### config.mk
export PLATFORM = sky130hd
export DESIGN_NAME = config_text_lexer
export DESIGN_NICKNAME = d
export VERILOG_FILES = /design/src/sv/cfl_pkg.sv /design/src/sv/cfl_front.sv /design/src/sv/cfl_queue.sv /design/src/sv/cfl_back.sv /design/src/sv/config_text_lexer.sv
export SDC_FILE = /design/constraint.sdc
export NUM_CORES = 1
export LEC_CHECK = 0
export ABC_AREA = 1
export BUFFER_PORTS_ARGS = -buffer_cell sky130_fd_sc_hd__buf_2
export CAP_MARGIN = 25
export CORE_AREA = 2 2 184 186
export CTS_BUF_LIST = sky130_fd_sc_hd__clkbuf_8 sky130_fd_sc_hd__clkbuf_16
export CTS_CLUSTER_DIAMETER = 50
export CTS_CLUSTER_SIZE = 14
export DETAILED_ROUTE_END_ITERATION = 16
export DIE_AREA = 0 0 186 188
export GPL_TIMING_DRIVEN = 0
export PLACE_DENSITY = 0.68
export SYNTH_ARGS = -nofsm -noshare
export SYNTH_HDL_FRONTEND = slang
export SYNTH_HIERARCHICAL = 1
export SYNTH_SLANG_ARGS = --single-unit
### constraint.sdc
create_clock -name i_clk -period 6.5 [get_ports i_clk]
set_input_delay 0.65 -clock i_clk [delete_from_list [all_inputs] [get_ports i_clk]]
set_output_delay 0.65 -clock i_clk [all_outputs]
set_load 0.01 [all_outputs]
### src/sv/cfl_pkg.sv
package cfl_pkg;

    localparam int LINE_W          = 24;
    localparam int LINE_BITS_DEF   = 24;
    localparam int QUEUE_DEPTH_DEF = 4;

    // token kinds
    localparam logic [3:0] K_WORD   = 4'd0;
    localparam logic [3:0] K_COMMA  = 4'd1;
    localparam logic [3:0] K_ASSIGN = 4'd2;
    localparam logic [3:0] K_SEMI   = 4'd3;
    localparam logic [3:0] K_LINE   = 4'd4;
    localparam logic [3:0] K_OPEN   = 4'd5;
    localparam logic [3:0] K_CLOSE  = 4'd6;
    localparam logic [3:0] K_LINK   = 4'd7;
    localparam logic [3:0] K_END    = 4'd8;
    localparam logic [3:0] K_ERROR  = 4'd9;

    // character codes
    localparam logic [7:0] CH_TAB    = 8'h09;
    localparam logic [7:0] CH_LF     = 8'h0A;
    localparam logic [7:0] CH_CR     = 8'h0D;
    localparam logic [7:0] CH_SPACE  = 8'h20;
    localparam logic [7:0] CH_DQ     = 8'h22;
    localparam logic [7:0] CH_HASH   = 8'h23;
    localparam logic [7:0] CH_SQ     = 8'h27;
    localparam logic [7:0] CH_STAR   = 8'h2A;
    localparam logic [7:0] CH_COMMA  = 8'h2C;
    localparam logic [7:0] CH_SLASH  = 8'h2F;
    localparam logic [7:0] CH_SEMI   = 8'h3B;
    localparam logic [7:0] CH_EQ     = 8'h3D;
    localparam logic [7:0] CH_LBRACK = 8'h5B;
    localparam logic [7:0] CH_RBRACK = 8'h5D;
    localparam logic [7:0] CH_LBRACE = 8'h7B;
    localparam logic [7:0] CH_BAR    = 8'h7C;
    localparam logic [7:0] CH_RBRACE = 8'h7D;

    typedef struct packed {
        logic       has;
        logic [7:0] data;
        logic       tend;
        logic [3:0] kind;
    } t_res;

    // one queue entry holds every result of one input transaction
    typedef struct packed {
        logic              two;
        t_res [1:0]        res;
        logic [LINE_W-1:0] line;
    } t_entry;

    typedef struct packed {
        logic empty;
        logic full;
    } t_qstat;

    function automatic t_res mk_res(input logic has, input logic [7:0] data,
                                    input logic tend, input logic [3:0] kind);
        t_res r;
        r.has  = has;
        r.data = has ? data : 8'd0;
        r.tend = tend;
        r.kind = kind;
        return r;
    endfunction

endpackage

### src/sv/cfl_front.sv
module cfl_front #(
    parameter int LINE_BITS = cfl_pkg::LINE_BITS_DEF
) (
    input  logic            i_clk,
    input  logic            i_rst_n,
    input  logic            i_accept,
    input  logic            i_func,
    input  logic [7:0]      i_char_byte,
    output logic            o_push,
    output cfl_pkg::t_entry o_entry
);
    import cfl_pkg::*;

    typedef enum logic [6:0] {
        M_NORMAL   = 7'b0000001,
        M_LINECMT  = 7'b0000010,
        M_LINETAIL = 7'b0000100,
        M_BLOCK0   = 7'b0001000,
        M_BLOCK    = 7'b0010000,
        M_STRING   = 7'b0100000,
        M_LINK     = 7'b1000000
    } t_mode;

    t_mode                r_mode, n_mode;
    logic [7:0]           r_hbyte, n_hbyte;
    logic                 r_held, n_held;
    logic                 r_tok, n_tok;
    logic                 r_keep, n_keep;
    logic                 r_skip, n_skip;
    logic [LINE_BITS-1:0] r_line, n_line;

    t_res [1:0]           res;
    logic [1:0]           cnt;
    logic                 do_norm;
    logic                 buf_w;
    logic [7:0]           c;

    function automatic logic [LINE_BITS-1:0] line_inc(input logic [LINE_BITS-1:0] v);
        return (&v) ? v : v + 1'b1;
    endfunction

    function automatic logic [3:0] spec_kind(input logic [7:0] ch);
        logic [3:0] k;
        case (ch)
            CH_COMMA:  k = K_COMMA;
            CH_EQ:     k = K_ASSIGN;
            CH_SEMI:   k = K_SEMI;
            CH_LF:     k = K_LINE;
            CH_LBRACE: k = K_OPEN;
            CH_RBRACE: k = K_CLOSE;
            default:   k = K_WORD;
        endcase
        return k;
    endfunction

    assign c = i_char_byte;

    always_comb begin
        n_mode  = r_mode;
        n_hbyte = r_hbyte;
        n_held  = r_held;
        n_tok   = r_tok;
        n_keep  = r_keep;
        n_skip  = r_skip;
        n_line  = r_line;
        res     = '0;
        cnt     = 2'd0;
        do_norm = 1'b0;
        buf_w   = 1'b0;
        if (i_func) begin
            if (r_mode inside {M_STRING, M_LINK, M_BLOCK0, M_BLOCK}) begin
                res[0] = mk_res(1'b0, 8'd0, 1'b1, K_ERROR);
                cnt    = 2'd1;
            end else begin
                if (r_tok || r_held) begin
                    res[0] = mk_res(r_held, r_hbyte, 1'b1, K_WORD);
                    cnt    = 2'd1;
                end
                res[cnt[0]] = mk_res(1'b0, 8'd0, 1'b1, K_END);
                cnt         = cnt + 2'd1;
            end
            n_mode  = M_NORMAL;
            n_hbyte = 8'd0;
            n_held  = 1'b0;
            n_tok   = 1'b0;
            n_keep  = 1'b0;
            n_skip  = 1'b0;
            n_line  = LINE_BITS'(1);
        end else begin
            case (r_mode)
                M_LINECMT: begin
                    if (c inside {CH_LF, CH_CR}) begin
                        if (c == CH_LF) n_line = line_inc(n_line);
                        n_mode = M_LINETAIL;
                    end
                end
                M_LINETAIL: begin
                    if (c inside {CH_LF, CH_CR}) begin
                        if (c == CH_LF) n_line = line_inc(n_line);
                    end else begin
                        // comment over: a pending word closes here
                        if (n_tok || n_held) begin
                            res[cnt[0]] = mk_res(n_held, n_hbyte, 1'b1, K_WORD);
                            cnt         = cnt + 2'd1;
                            n_held      = 1'b0;
                            n_hbyte     = 8'd0;
                            n_tok       = 1'b0;
                        end
                        n_mode  = M_NORMAL;
                        do_norm = 1'b1;
                    end
                end
                M_BLOCK0, M_BLOCK: begin
                    if (c == CH_LF) n_line = line_inc(n_line);
                    if (r_mode == M_BLOCK && r_hbyte == CH_STAR && c == CH_SLASH) begin
                        n_hbyte = 8'd0;
                        n_mode  = M_NORMAL;
                        n_skip  = 1'b1;
                    end else begin
                        n_hbyte = c;
                        n_mode  = M_BLOCK;
                    end
                end
                M_STRING: begin
                    if (c inside {CH_DQ, CH_SQ}) begin
                        if (r_keep) begin
                            res[0] = mk_res(1'b1, c, 1'b1, K_WORD);
                            cnt    = 2'd1;
                        end else if (r_tok) begin
                            res[0] = mk_res(1'b0, 8'd0, 1'b1, K_WORD);
                            cnt    = 2'd1;
                        end
                        n_mode  = M_NORMAL;
                        n_hbyte = 8'd0;
                        n_held  = 1'b0;
                        n_tok   = 1'b0;
                        n_keep  = 1'b0;
                        n_skip  = 1'b0;
                    end else begin
                        res[0] = mk_res(1'b1, c, 1'b0, K_WORD);
                        cnt    = 2'd1;
                        n_tok  = 1'b1;
                    end
                end
                M_LINK: begin
                    if (c == CH_RBRACK) begin
                        res[0]  = mk_res(1'b0, 8'd0, 1'b1, K_LINK);
                        cnt     = 2'd1;
                        n_mode  = M_NORMAL;
                        n_hbyte = 8'd0;
                        n_held  = 1'b0;
                        n_tok   = 1'b0;
                        n_keep  = 1'b0;
                        n_skip  = 1'b0;
                    end else begin
                        res[0] = mk_res(1'b1, c, 1'b0, K_WORD);
                        cnt    = 2'd1;
                    end
                end
                default: begin
                    n_mode  = M_NORMAL;
                    do_norm = 1'b1;
                end
            endcase

            if (do_norm) begin
                buf_w = n_tok || n_held;
                if (c inside {CH_SPACE, CH_TAB, CH_CR}) begin
                    if (buf_w && !n_skip) begin
                        res[cnt[0]] = mk_res(n_held, n_hbyte, 1'b1, K_WORD);
                        cnt         = cnt + 2'd1;
                        n_held      = 1'b0;
                        n_hbyte     = 8'd0;
                        n_tok       = 1'b0;
                    end
                end else begin
                    n_skip = 1'b0;
                    if (c inside {CH_HASH, CH_BAR}) begin
                        n_mode = M_LINECMT;
                    end else if (n_held && n_hbyte == CH_SLASH &&
                                 (c inside {CH_SLASH, CH_STAR})) begin
                        // held slash opens a comment instead of ending the word
                        n_held  = 1'b0;
                        n_hbyte = 8'd0;
                        n_mode  = (c == CH_SLASH) ? M_LINECMT : M_BLOCK0;
                    end else if (c inside {CH_COMMA, CH_EQ, CH_SEMI, CH_LF,
                                           CH_LBRACE, CH_RBRACE}) begin
                        if (c == CH_LF) n_line = line_inc(n_line);
                        if (buf_w) begin
                            res[cnt[0]] = mk_res(n_held, n_hbyte, 1'b1, K_WORD);
                            cnt         = cnt + 2'd1;
                            n_held      = 1'b0;
                            n_hbyte     = 8'd0;
                            n_tok       = 1'b0;
                        end
                        res[cnt[0]] = mk_res(1'b1, c, 1'b1, spec_kind(c));
                        cnt         = cnt + 2'd1;
                    end else if (c == CH_LBRACK) begin
                        if (n_held) begin
                            res[cnt[0]] = mk_res(1'b1, n_hbyte, 1'b0, K_WORD);
                            cnt         = cnt + 2'd1;
                        end
                        n_held  = 1'b0;
                        n_hbyte = 8'd0;
                        n_tok   = 1'b0;
                        n_mode  = M_LINK;
                    end else if (c inside {CH_DQ, CH_SQ}) begin
                        if (buf_w) begin
                            if (n_held) begin
                                res[cnt[0]] = mk_res(1'b1, n_hbyte, 1'b0, K_WORD);
                                cnt         = cnt + 2'd1;
                            end
                            n_held      = 1'b0;
                            n_hbyte     = 8'd0;
                            res[cnt[0]] = mk_res(1'b1, c, 1'b0, K_WORD);
                            cnt         = cnt + 2'd1;
                            n_keep      = 1'b1;
                            n_tok       = 1'b1;
                        end else begin
                            n_keep = 1'b0;
                            n_tok  = 1'b0;
                        end
                        n_mode = M_STRING;
                    end else begin
                        if (n_held) begin
                            res[cnt[0]] = mk_res(1'b1, n_hbyte, 1'b0, K_WORD);
                            cnt         = cnt + 2'd1;
                            n_tok       = 1'b1;
                        end
                        n_hbyte = c;
                        n_held  = 1'b1;
                    end
                end
            end
        end
    end

    assign o_push        = i_accept && (cnt != 2'd0);
    assign o_entry.two   = cnt[1];
    assign o_entry.res   = res;
    // all results of a transaction carry the count after its own increments
    assign o_entry.line  = LINE_W'(i_func ? r_line : n_line);

    always_ff @(posedge i_clk) begin
        if (!i_rst_n) begin
            r_mode  <= M_NORMAL;
            r_hbyte <= 8'd0;
            r_held  <= 1'b0;
            r_tok   <= 1'b0;
            r_keep  <= 1'b0;
            r_skip  <= 1'b0;
            r_line  <= LINE_BITS'(1);
        end else if (i_accept) begin
            r_mode  <= n_mode;
            r_hbyte <= n_hbyte;
            r_held  <= n_held;
            r_tok   <= n_tok;
            r_keep  <= n_keep;
            r_skip  <= n_skip;
            r_line  <= n_line;
        end
    end

endmodule

### src/sv/cfl_queue.sv
module cfl_queue #(
    parameter int DEPTH = cfl_pkg::QUEUE_DEPTH_DEF
) (
    input  logic            i_clk,
    input  logic            i_rst_n,
    input  logic            i_push,
    input  cfl_pkg::t_entry i_entry,
    input  logic            i_pop,
    output cfl_pkg::t_entry o_head,
    output cfl_pkg::t_qstat o_stat
);
    import cfl_pkg::*;

    localparam int AW = (DEPTH > 1) ? $clog2(DEPTH) : 1;
    localparam int CW = $clog2(DEPTH + 1);

    t_entry          r_slot [DEPTH];
    logic [AW-1:0]   r_wptr, n_wptr;
    logic [AW-1:0]   r_rptr, n_rptr;
    logic [CW-1:0]   r_count, n_count;
    logic            do_push, do_pop;

    assign o_stat.empty = (r_count == CW'(0));
    assign o_stat.full  = (r_count == CW'(DEPTH));
    assign do_push      = i_push && !o_stat.full;
    assign do_pop       = i_pop && !o_stat.empty;
    assign o_head       = r_slot[r_rptr];

    always_comb begin
        n_wptr  = r_wptr;
        n_rptr  = r_rptr;
        n_count = r_count;
        if (do_push) n_wptr = (r_wptr == AW'(DEPTH - 1)) ? AW'(0) : r_wptr + 1'b1;
        if (do_pop)  n_rptr = (r_rptr == AW'(DEPTH - 1)) ? AW'(0) : r_rptr + 1'b1;
        if (do_push && !do_pop)      n_count = r_count + 1'b1;
        else if (do_pop && !do_push) n_count = r_count - 1'b1;
    end

    always_ff @(posedge i_clk) begin
        if (do_push) r_slot[r_wptr] <= i_entry;
    end

    always_ff @(posedge i_clk) begin
        if (!i_rst_n) begin
            r_wptr  <= '0;
            r_rptr  <= '0;
            r_count <= '0;
        end else begin
            r_wptr  <= n_wptr;
            r_rptr  <= n_rptr;
            r_count <= n_count;
        end
    end

endmodule

### src/sv/cfl_back.sv
module cfl_back (
    input  logic                         i_clk,
    input  logic                         i_rst_n,
    input  cfl_pkg::t_entry              i_head,
    input  cfl_pkg::t_qstat              i_qstat,
    input  logic                         i_stall,
    output logic                         o_pop,
    output logic                         o_valid,
    output logic [7:0]                   o_text_byte,
    output logic                         o_has_byte,
    output logic                         o_token_end,
    output logic [3:0]                   o_kind,
    output logic [cfl_pkg::LINE_W-1:0]   o_line_number,
    output logic                         o_last_of_item
);
    import cfl_pkg::*;

    logic r_sub, n_sub;
    logic take;
    t_res cur;

    assign cur            = i_head.res[r_sub];
    assign o_valid        = !i_qstat.empty;
    assign o_text_byte    = cur.data;
    assign o_has_byte     = cur.has;
    assign o_token_end    = cur.tend;
    assign o_kind         = cur.kind;
    assign o_line_number  = i_head.line;
    assign o_last_of_item = r_sub || !i_head.two;

    assign take  = o_valid && !i_stall;
    assign o_pop = take && o_last_of_item;

    always_comb begin
        n_sub = r_sub;
        if (take) n_sub = !o_last_of_item;
    end

    always_ff @(posedge i_clk) begin
        if (!i_rst_n) begin
            r_sub <= 1'b0;
        end else begin
            r_sub <= n_sub;
        end
    end

endmodule

### src/sv/config_text_lexer.sv
// Each result is written into the registered result queue and is shown from its head.
// Throughput: one input byte per cycle while the result queue has room; results
// leave at one per cycle while i_stall is low, so the two results of one byte leave in turn.
// The QUEUE_DEPTH-entry result queue between lexer and emitter absorbs output stalls.
// Reset (synchronous, active low): lexer back to normal mode, line count one,
// queue empty. No clearing pass.
module config_text_lexer #(
    parameter int LINE_BITS   = cfl_pkg::LINE_BITS_DEF,
    parameter int QUEUE_DEPTH = cfl_pkg::QUEUE_DEPTH_DEF
) (
    input  logic                       i_clk,
    input  logic                       i_rst_n,
    input  logic                       i_valid,
    output logic                       o_stall,
    input  logic                       i_func,
    input  logic [7:0]                 i_char_byte,
    output logic                       o_valid,
    input  logic                       i_stall,
    output logic [7:0]                 o_text_byte,
    output logic                       o_has_byte,
    output logic                       o_token_end,
    output logic [3:0]                 o_kind,
    output logic [cfl_pkg::LINE_W-1:0] o_line_number,
    output logic                       o_last_of_item
);
    import cfl_pkg::*;

    logic   in_accept;
    logic   push;
    logic   pop;
    t_entry entry;
    t_entry head;
    t_qstat qstat;

    assign o_stall   = qstat.full;
    assign in_accept = i_valid && !o_stall;

    cfl_front #(.LINE_BITS(LINE_BITS)) u_front (
        .i_clk       (i_clk),
        .i_rst_n     (i_rst_n),
        .i_accept    (in_accept),
        .i_func      (i_func),
        .i_char_byte (i_char_byte),
        .o_push      (push),
        .o_entry     (entry)
    );

    cfl_queue #(.DEPTH(QUEUE_DEPTH)) u_queue (
        .i_clk   (i_clk),
        .i_rst_n (i_rst_n),
        .i_push  (push),
        .i_entry (entry),
        .i_pop   (pop),
        .o_head  (head),
        .o_stat  (qstat)
    );

    cfl_back u_back (
        .i_clk          (i_clk),
        .i_rst_n        (i_rst_n),
        .i_head         (head),
        .i_qstat        (qstat),
        .i_stall        (i_stall),
        .o_pop          (pop),
        .o_valid        (o_valid),
        .o_text_byte    (o_text_byte),
        .o_has_byte     (o_has_byte),
        .o_token_end    (o_token_end),
        .o_kind         (o_kind),
        .o_line_number  (o_line_number),
        .o_last_of_item (o_last_of_item)
    );

    // a result without a byte always closes a token
    a_bare_closes: assert property (@(posedge i_clk) disable iff (!i_rst_n)
        (o_valid && !o_has_byte) |-> o_token_end)
        else $error("byte-less result without token end");

    // text inside a token never carries a kind
    a_mid_kind: assert property (@(posedge i_clk) disable iff (!i_rst_n)
        (o_valid && !o_token_end) |-> (o_kind == K_WORD))
        else $error("kind set on a non-closing result");

    // end and error tokens are always the last result of their transaction
    a_end_last: assert property (@(posedge i_clk) disable iff (!i_rst_n)
        (o_valid && o_token_end && (o_kind == K_END || o_kind == K_ERROR))
        |-> o_last_of_item)
        else $error("end or error token not last of transaction");

    // the second result of a pair follows right behind the first
    a_pair_follows: assert property (@(posedge i_clk) disable iff (!i_rst_n)
        (o_valid && !i_stall && !o_last_of_item) |=> (o_valid && o_last_of_item))
        else $error("second result of a transaction missing");

endmodule
# After elaboration in Yosys (flattened, before gate mapping)

Memories as Yosys holds them, arrays and structs flattened. A register that Yosys moved wholly into a read port is not among the register bits.
Cells that the tools add are included.

Register bits after elaboration: 51
Bits in writable memories: 212
Input bits: 13
Output and inout port bits: 41
Logic and storage cells: 314
Memories: 1

$add $sub $neg: 10
Order comparisons: 9
Equality and inequality tests: 28
Muxes and demuxes: 209
Bitwise logic cells: 3
Reductions and logical operators: 43

Memories:

| name           | depth | width | read ports | clocked after memory_dff | wr ports | line            | RTL |
|---|---|---|---|---|---|---|---|
| u_queue.r_slot | 4     | 53    | 1          | 1                        | 1        | cfl_queue.sv:17 | `t_entry r_slot [DEPTH];` |

Operator list:

| cell                    | number |
|---|---|
| $mux W28                | 27 |
| $mux W24                | 13 |
| $mux W14                | 16 |
| $mux W8                 | 18 |
| $bwmux W28              | 4 |
| $eq A8 B6 Y1 const B    | 11 |
| $mux W7                 | 12 |
| $mux W2                 | 38 |
| $demux W14 S1           | 4 |
| $mux W1                 | 55 |
| $add A24 B1 Y24 const B | 2 |
| $pmux W24 S2            | 1 |
| $reduce_and A24 Y1      | 2 |
| $pmux W14 S3            | 1 |
| $eq A8 B7 Y1 const B    | 5 |
| $pmux W7 S5             | 1 |
| $pmux W8 S4             | 1 |
| $mux W4                 | 7 |
| $and A12 B24 Y24        | 1 |
| $eq A8 B4 Y1 const B    | 3 |
| $not A24 Y24            | 1 |
| $pmux W3 S6             | 1 |
| $logic_and A1 B1 Y1     | 17 |
| $add A2 B1 Y2 const B   | 6 |
| 27 further kinds        | 55 |

# Logic depth before layout (Yosys ltp)

Gate-level depths: netlist of the first run.

Word-level depth: 33
Gate-level depth with buffers: 33
Mapped depth without buffers: 30

# By module

The synthesis of the first run kept the hierarchy.

Modules (own cells, without submodules):

| module            | times used | cells an instance | area an instance (µm²) | sequential area each (µm²) |
|---|---|---|---|---|
| cfl_queue         | 1          | 585               | 8,533.2                | 6,546.3 |
| cfl_front         | 1          | 1,374             | 7,260.7                | 860.8 |
| cfl_back          | 1          | 79                | 450.4                  | 20.0 |
| config_text_lexer | 1          | 2                 | 10.0                   | 0.0 |

# Least setup slack after synthesis of the first run

OpenSTA, ideal clock, no wires.

Path type: input to register
Start point: input i_char_byte[1]
End point: memory u_queue/r_slot[0][0] (netlist bit), enable pin
Setup time: 0.464 ns
Arrival: 5.486 ns
Data required time: 6.036 ns
Path slack: 0.550 ns
Stages on the path: 24
Cell sequence: buf_4 inv_2 nand2_2 nor2_8 o21ai_4 inv_2 nand2_1 nand2_2 o21ai_4 buf_6 inv_2 buf_4 ha_1 inv_1 nand2_1 o21ai_0 nand2_1 nand3_1 o21ai_0 o21ai_1 nand2_1 a21oi_1 nand2_1 nor2_1

Word-level cells in the longest chain between the ends: 31

RTL lines:

| item                                         | line                                                 | RTL |
|---|---|---|
| start, declared                              | config_text_lexer.sv:16                              | `input logic [7:0] i_char_byte,` |
| $eq A8 B6 Y1, or another cell as far along   | cfl_front.sv:125, cfl_front.sv:207                   |  |
| $reduce_bool A2 Y1, on equally long branches | cfl_front.sv:125, cfl_front.sv:207, cfl_front.sv:98  |  |
| $mux W2, on equally long branches            | cfl_front.sv:125, cfl_front.sv:98                    |  |
| $pmux W2 S3                                  | cfl_front.sv:90                                      | `case (r_mode)` |
| $mux W2                                      | cfl_front.sv:70                                      | `if (i_func) begin` |
| $add A2 B1 Y2                                | n/a                                                  |  |
| $mux W2                                      | cfl_front.sv:199, cfl_front.sv:209, cfl_front.sv:225 |  |
| $mux W2                                      | cfl_front.sv:208                                     | `if (buf_w) begin` |
| [16 not listed]                              | n/a                                                  |  |
| $mux W2 (*)                                  | cfl_front.sv:166                                     | `if (do_norm) begin` |
| $mux W2 (*)                                  | cfl_front.sv:70                                      |  |
| $reduce_bool A2 Y1 (*)                       | cfl_front.sv:238                                     | `assign o_push = i_accept && (cnt != 2'd0);` |
| $logic_and A1 B1 Y1 (*)                      | cfl_front.sv:238                                     |  |
| named net push                               | config_text_lexer.sv:29                              | `logic push;` |
| $logic_and A1 B1 Y1 (*)                      | cfl_queue.sv:25                                      | `assign do_push = i_push && !o_stat.full;` |
| $mux W1 (*)                                  | cfl_queue.sv:40                                      | `if (do_push) r_slot[r_wptr] <= i_entry;` |
| $mux W1 (implied by the code) (*)            | cfl_queue.sv:40                                      |  |
| end, declared                                | cfl_queue.sv:17                                      |  |

The timed path passes the listed nets; every way through them passes the cells marked *. The select of a mux whose other input is x is not followed.

# Worst setup path in the final report of the first run

Start point: register u_front.r_mode[2]
End point: memory u_queue/r_slot[1][37] (netlist bit), enable pin

Word-level cells in the longest chain between the ends: 29

RTL lines:

| item                                       | line                                                 | RTL |
|---|---|---|
| start, declared                            | cfl_front.sv:24                                      | `t_mode r_mode, n_mode;` |
| start signal, assigned                     | cfl_front.sv:254                                     | `r_mode <= n_mode;` |
| $eq A7 B7 Y1, or another cell as far along | cfl_front.sv:71, cfl_front.sv:90                     |  |
| $pmux W2 S3                                | cfl_front.sv:90                                      |  |
| $mux W2                                    | cfl_front.sv:70                                      |  |
| $add A2 B1 Y2                              | n/a                                                  |  |
| $mux W2                                    | cfl_front.sv:199, cfl_front.sv:209, cfl_front.sv:225 |  |
| $mux W2                                    | cfl_front.sv:208                                     |  |
| $mux W2                                    | cfl_front.sv:207                                     | `end else if (c inside {CH_DQ, CH_SQ}) begin` |
| $mux W2                                    | cfl_front.sv:198                                     | `end else if (c == CH_LBRACK) begin` |
| [14 not listed]                            | n/a                                                  |  |
| $mux W2                                    | cfl_front.sv:166                                     |  |
| $mux W2 (*)                                | cfl_front.sv:70                                      |  |
| $reduce_bool A2 Y1 (*)                     | cfl_front.sv:238                                     |  |
| $logic_and A1 B1 Y1 (*)                    | cfl_front.sv:238                                     |  |
| named net push                             | config_text_lexer.sv:29                              |  |
| $logic_and A1 B1 Y1 (*)                    | cfl_queue.sv:25                                      |  |
| $mux W1 (*)                                | cfl_queue.sv:40                                      |  |
| $mux W1 (implied by the code) (*)          | cfl_queue.sv:40                                      |  |

Marked as above.

==> out/summary.txt, run 1 <==
DRT Wirelength - 52700 µm
clock root buffer - clkbuf_16
worst hold path stage count - 4
Setup crit start - u_front/r_mode[2]
total track usage - 0.299
Worst Path Arrival - 5.73 ns
fraction of layout cells with a size suffix above 1 - 0.166
H-tree levels - 1
clk_skew - 0.0138 ns
Max IR drop VDD - 200 µV
Lkg Pwr - 7.36 nW
hold_buf cts - 0
CP cell instances - nor2_1 -> nand2_2 -> nor2_2 -> nor2_1 -> nand2_1 -> nand2_2 -> a21oi_4 -> nand2_2 -> inv_2 -> buf_4 -> ha_1 -> nor2_1 -> inv_1 -> nand3_1 -> o21ai_0 -> o21ai_1 -> nand2_1 -> a21oi_1 -> nand2_1 -> nor2_4 -> buf_12
core area - 33100 µm²
Slowest-stage cell, CP - nor2_4
flops & latches, synth - 265
antenna viol nets, final - 0
crit path launch type - register
Rel. slew slack - 0.239
Routed wire per std cell - 20.2 µm
Syn Area/Cell - 7.97 µm²
RSZ-0062 raised after global routing - false
R2R Path Start - u_front/r_mode[2]
die area - 35000 µm²
Synth area leader - edfxtp_1
Pwr per Cell Area - 314 nW/µm²
via count of the routed design - 15000
initial antenna violation count - 0
Die X - 186 µm
Ports - 54
Overflow after GRT - 0
Sink Count - 265
CTS Buffer Depth - 3
DR DRC count - 0
vias per inst - 5.75
max-capacitance violation count - 0
clk_lat worst skew - 0.55 ns
status - complete, no violations
Final Slew Violations - 0
ant diodes - 0
Rows - 67
CP Data Required Time - 6.75 ns
P&R area growth vs syn - 12.5%
setup TNS - 0 ns
Synth area leaders - edfxtp_1 (39%), nand2_1 (11%), o21ai_0 (6.6%)
CTS clk-pin slew, worst paths - 0.06 ns
Post-DP HPWL - 38400 µm
Fin. Hold Viols - 0
hold crit path type - primary input to register
Critical Path End Type - register
crit path max fanout - 27
# Post-CTS Setup Buffers - 0
Post-CTS Resized - 0
layout net count - 2160
TritonCTS clock tree - yes
r2r setup slk - 1.02 ns
Mapped Area - 16300 µm²
YS warnings - 6
die height - 188 µm
Peak Freq - 183 MHz
Tcrit/Tclk final - 0.843
vias in the first global route - 14200
Pre-antenna DRT Iters - 6
FF-to-FF path depth - 21
r2r endpoint - u_queue/r_slot[1][37]
Synth Instances - 2040
Initial Util - 0.491
largest net degree at the start of global routing - 28
RD Place Congestion - 0.995
drt initial violations - 1567
Crit Path Class - register to register
Worst-Margin Slew - 1.13 ns
Port Buffer Count - 51
sequential-to-total area share from yosys stat - 0.457
Setup violations, final - 0
Netlist cell types - 62
Yosys top cell area share - 0.392
CP max stage delay - 0.83 ns
Worst Setup EP - u_queue/r_slot[1][37]
Non-Filler Instances - 2603
# placed instances - 2547
CTS Buf Count - 30
syn nets - 2067
first-pass GRT wire length - 80200 µm
Period minus WS final - 5.48 ns
## how the worst min path moves through the flow
stage | from | slack, ns | to
2_1_floorplan | u_front/r_skip | 0.45 | u_front/r_skip
5_1_grt | i_stall | 0.45 | u_back/r_sub
3_5_place_dp | u_front/r_skip | 0.47 | u_front/r_skip
6_report | i_stall | 0.43 | u_back/r_sub
3_3_place_gp | u_front/r_skip | 0.45 | u_front/r_skip
4_1_cts | i_stall | 0.41 | u_back/r_sub
## metrics by stage
step / hold slack [ns] / instance area, µm² / utilization / worst slack, ns / total power, mW
after global placement: 0.453 / 17100 / 0.516 / -2.19 / 4.07
after CTS: 0.411 / 18300 / 0.552 / 1.13 / 5.77
after detailed placement: 0.467 / 17300 / 0.522 / 0.720 / 4.12
after floorplan: 0.445 / 16300 / - / 0.550 / 3.45
final: 0.428 / 18300 / 0.552 / 1.02 / 5.75
after global routing: 0.445 / 18300 / 0.552 / 0.809 / 6.05
## worst max-delay path, delay by kind of cell (launching register included)
family                     cells  cell delay [ns]
buffers and inverters          4             0.81
AOI/OAI and AO/OA              4             0.92
adders and majority gates      1             0.32
DFF                            1             0.34
and+or+nand+nor               12             2.76
## cells in the final DEF (no fill, tap or decap), types with 6 or more instances in the layout
cell       instances
nand2_2           23
o22ai_2           20
nand2_4           11
clkbuf_16         30
nor2_1           227
a31oi_1           11
buf_6              9
nor2_4            16
ha_1              13
inv_1            152
nand3_1          150
inv_2             24
a22oi_1            6
a21oi_2            6
edfxtp_1         212
nand4_1           20
nand2_1          464
buf_2             78
nor3_1            13
buf_4             33
dfxtp_1           53
clkbuf_2           6
clkbuf_1          37
a21oi_1          106
o21ai_0          215
nor2_2            45
nand3_2            8
o21ai_1           40
o22ai_1           35
## cell usage after synthesis (all sizes together)
master,count
a31oi,11
nor3,16
o21ai,259
dfxtp,53
nand3,159
clkinv,4
ha,13
xor2,4
o22ai,55
conb,1
or2,1
a21o,1
a211oi,3
or3,1
clkbuf,44
edfxtp,212
buf,76
nor2,291
nand2,499
o21bai,1
nor4,3
a21boi,1
a21oi,115
inv,174
o221ai,1
and2,1
fa,1
nand4,20
o31ai,2
a22oi,6
o211ai,4
a32oi,1
nand3b,4
a221oi,2
xnor2,1
## power breakdown
part | switching (mW) | internal [mW]
clock | 0.697 | 0.940
combinational | 1.25 | 0.708
sequential | 0.0969 | 2.06
## flip-flops by register name, summed over array words and instances (netlist names), named ones only
name and count:
u_front/r_line 24, u_back/r_sub 1, u_queue/r_slot 212, u_front/r_held 1, u_front/r_keep 1, u_queue/r_count 3, u_queue/r_rptr 2, u_front/r_mode 7
u_front/r_tok 1, u_queue/r_wptr 2, u_front/r_hbyte 8, u_front/r_skip 1
## cell families after synthesis
| family | synth area share |
|---|---|
| other cells | 0.000231 |
| simple gates | 0.278 |
| compound gates | 0.164 |
| flops | 0.457 |
| buf+inv | 0.0866 |
| xor+xnor | 0.00269 |
| fa+ha+maj | 0.0112 |
## layer usage
layer / share of wire / global-route usage
met4: 0.032 / 0.102
met5: 0 / 0
met1: 0.41 / 0.411
met2: 0.46 / 0.478
met3: 0.098 / 0.0513
## layout make-up
class | count | area [µm²]
Buffer | 120 | 723
Clock buffer | 30 | 751
Clock inverter | 24 | 236
Fill cell | 3033 | 14800
Inverter | 178 | 684
Multi-Input combinational cell | 1477 | 7450
Sequential cell | 265 | 7430
Tap cell | 448 | 561
Timing Repair Buffer | 61 | 448
(Power assumes the default switching activity.)
==> run 2, diff against run 1 <==
- PLACE_DENSITY: 0.68 -> 0.7
- clock period: 6.5 -> 4.8 ns (I/O delays scaled with it)
==> out/summary.txt, run 2 (same netlist as run 1, synthesis figures left out) <==
via count of the routed design - 15000 (about the same)
drt initial violations - 1608 (was 1567)
most frequent cells in the layout - nand2_1 (461), nor2_1 (225), o21ai_0 (215) (was nand2_1 (464), nor2_1 (227), o21ai_0 (215))
clk_skew - 0.0204 ns (was 0.0138 ns)
initial antenna violation count - 1 (was 0)
Reg area - 7430 µm² (about the same)
hold_buf cts - 0 (unchanged)
hold crit path type - primary input to register (unchanged)
Die X - 186 µm (unchanged)
crit path max fanout - 10 (was 27)
die height - 188 µm (unchanged)
layout net count - 2176 (was 2160)
CTS Buf Count - 28 (was 30)
setup TNS - 0 ns (unchanged)
Overflow after GRT - 0 (unchanged)
Worst-Margin Slew - 1.05 ns (was 1.13 ns)
status - complete, no violations (unchanged)
area occupied by multi-input gates - 7550 µm² (was 7450 µm²)
CTS clk-pin slew, worst paths - 0.06 ns (about the same)
DRT Wirelength - 53600 µm (was 52700 µm)
vias in the first global route - 13900 (was 14200)
Sink Count - 265 (unchanged)
Fin. Hold Viols - 0 (unchanged)
Rel. slew slack - 0.295 (was 0.239)
Non-Filler Instances - 2619 (was 2603)
CP Data Required Time - 5.25 ns (was 6.75 ns)
Period minus WS final - 4.53 ns (was 5.48 ns)
most common cell after layout, fill and taps aside - nand2_1 (unchanged)
Setup violations, final - 0 (unchanged)
Top reg by flops - u_queue/r_slot (unchanged)
Largest register FFs - 212 (unchanged)
Crit Path Class - register to register (unchanged)
Worst Path Arrival - 4.98 ns (was 5.73 ns)
Core Util, Final - 0.557 (was 0.552)
Tcrit/Tclk final - 0.945 (was 0.843)
H-tree levels - 1 (unchanged)
largest net degree at the start of global routing - 30 (was 28)
TritonCTS clock tree - yes (unchanged)
Final Slew Violations - 0 (unchanged)
first-pass GRT wire length - 81200 µm (was 80200 µm)
Pwr per Cell Area - 424 nW/µm² (was 314 nW/µm²)
core area - 33100 µm² (unchanged)
biggest regs - u_queue/r_slot: 212 flops, u_front/r_line: 24 flops, u_front/r_hbyte: 8 flops (unchanged)
Max IR drop VDD - 270 µV (was 200 µV)
Initial Util - 0.491 (unchanged)
hold_ws - 0.245 ns (was 0.428 ns)
antenna viol nets, final - 0 (unchanged)
Port Buffer Count - 51 (unchanged)
clock root buffer - clkbuf_16 (unchanged)
Critical Path End Type - register (unchanged)
vias per inst - 5.74 (was 5.75)
total track usage - 0.304 (was 0.299)
Filler Cell Count - 3118 (was 3033)
Routed wire per std cell - 20.5 µm (was 20.2 µm)
Final Power - 7.81 mW (was 5.75 mW)
ant diodes - 0 (unchanged)
crit path launch type - register (unchanged)
max-capacitance violation count - 0 (unchanged)
Pre-antenna DRT Iters - 5 (was 6)
P&R area growth vs syn - 13.4% (was 12.5%)
clk_lat worst skew - 0.56 ns (was 0.55 ns)
Lkg Pwr - 7.42 nW (was 7.36 nW)
CTS Buffer Depth - 3 (unchanged)
DR DRC count - 0 (unchanged)
die area - 35000 µm² (unchanged)
Post-DP HPWL - 39200 µm (was 38400 µm)
RD Place Congestion - 0.995 (about the same)
# placed instances - 2545 (was 2547)
Ports - 54 (unchanged)
Rows - 67 (unchanged)
Peak Freq - 221 MHz (was 183 MHz)
fraction of layout cells with a size suffix above 1 - 0.176 (was 0.166)
[run 2: metal layers]
metal / part of all wire / GRT usage / vias to the layer above
met4: 0.026 / 0.0836 / 0
li1: - / - / 7128
met5: 0 / 0 / -
met1: 0.43 / 0.437 / 7129
met3: 0.091 / 0.0491 / 94
met2: 0.45 / 0.477 / 674
[run 2: worst paths after layout]
| check | start | endpoint | slack, ns | cells past startpoint |
|---|---|---|---|---|
| max | u_front/r_mode[1] | u_queue/r_count[1] | 0.27 | 24 |
| min | i_stall | u_back/r_sub | 0.24 | 4 |
| min reg2reg | u_front/r_skip | u_front/r_skip | 0.48 | 2 |
| max reg2reg | u_front/r_mode[1] | u_queue/r_count[1] | 0.27 | 24 |
[run 2: area by class of cell]
class	instances	share of cell area
multi-input combinational	1480	0.409
clock inverter	20	0.00991
sequential	265	0.403
tap	448	0.0304
inverter	178	0.0373
buffer	120	0.0401
clock buffer	32	0.0416
timing repair buffer	76	0.0285
[run 2: timing repair]
item | CTS | global route
pin swaps | 3 | 7
gates cloned | 3 | 0
buffers inserted | 4 | 12
endpoints found under the setup margin | 215 | 127
resized for setup | 6 | 21
hold endpoints to repair | 0 | 0
[run 2: critical path, stage by stage, from the launching register on]
cell and delay [ns]:
dfxtp_1 0.35, nor2_4 0.17, nand2_4 0.10, nor3_4 0.21
nor2_1 0.08, nand2_2 0.10, nand2_2 0.11, o21ai_4 0.25
buf_4 0.16, nand2_4 0.12, nand2_2 0.19, clkinv_1 0.37
ha_1 0.32, o21ai_0 0.19, inv_1 0.08, a21oi_1 0.23
a21oi_4 0.09, buf_12 0.18, nand2_8 0.13, inv_1 0.06
ha_1 0.21, inv_1 0.09, fa_1 0.42, o21ai_0 0.18
nor2_1 0.05
[run 2: metrics by stage]
step                      setup slack [ns]  cell area (µm²)
after detailed placement             -1.01            17200
final                                0.266            18400
after floorplan                     -0.143            16300
after global placement               -2.36            17100
after global routing              -0.00419            18400
after CTS                           0.0100            18200
[run 2: report_power, final]
part	switching, mW	internal (mW)
Sequential	0.131	2.78
Combinational	1.74	0.983
Clock	0.907	1.26
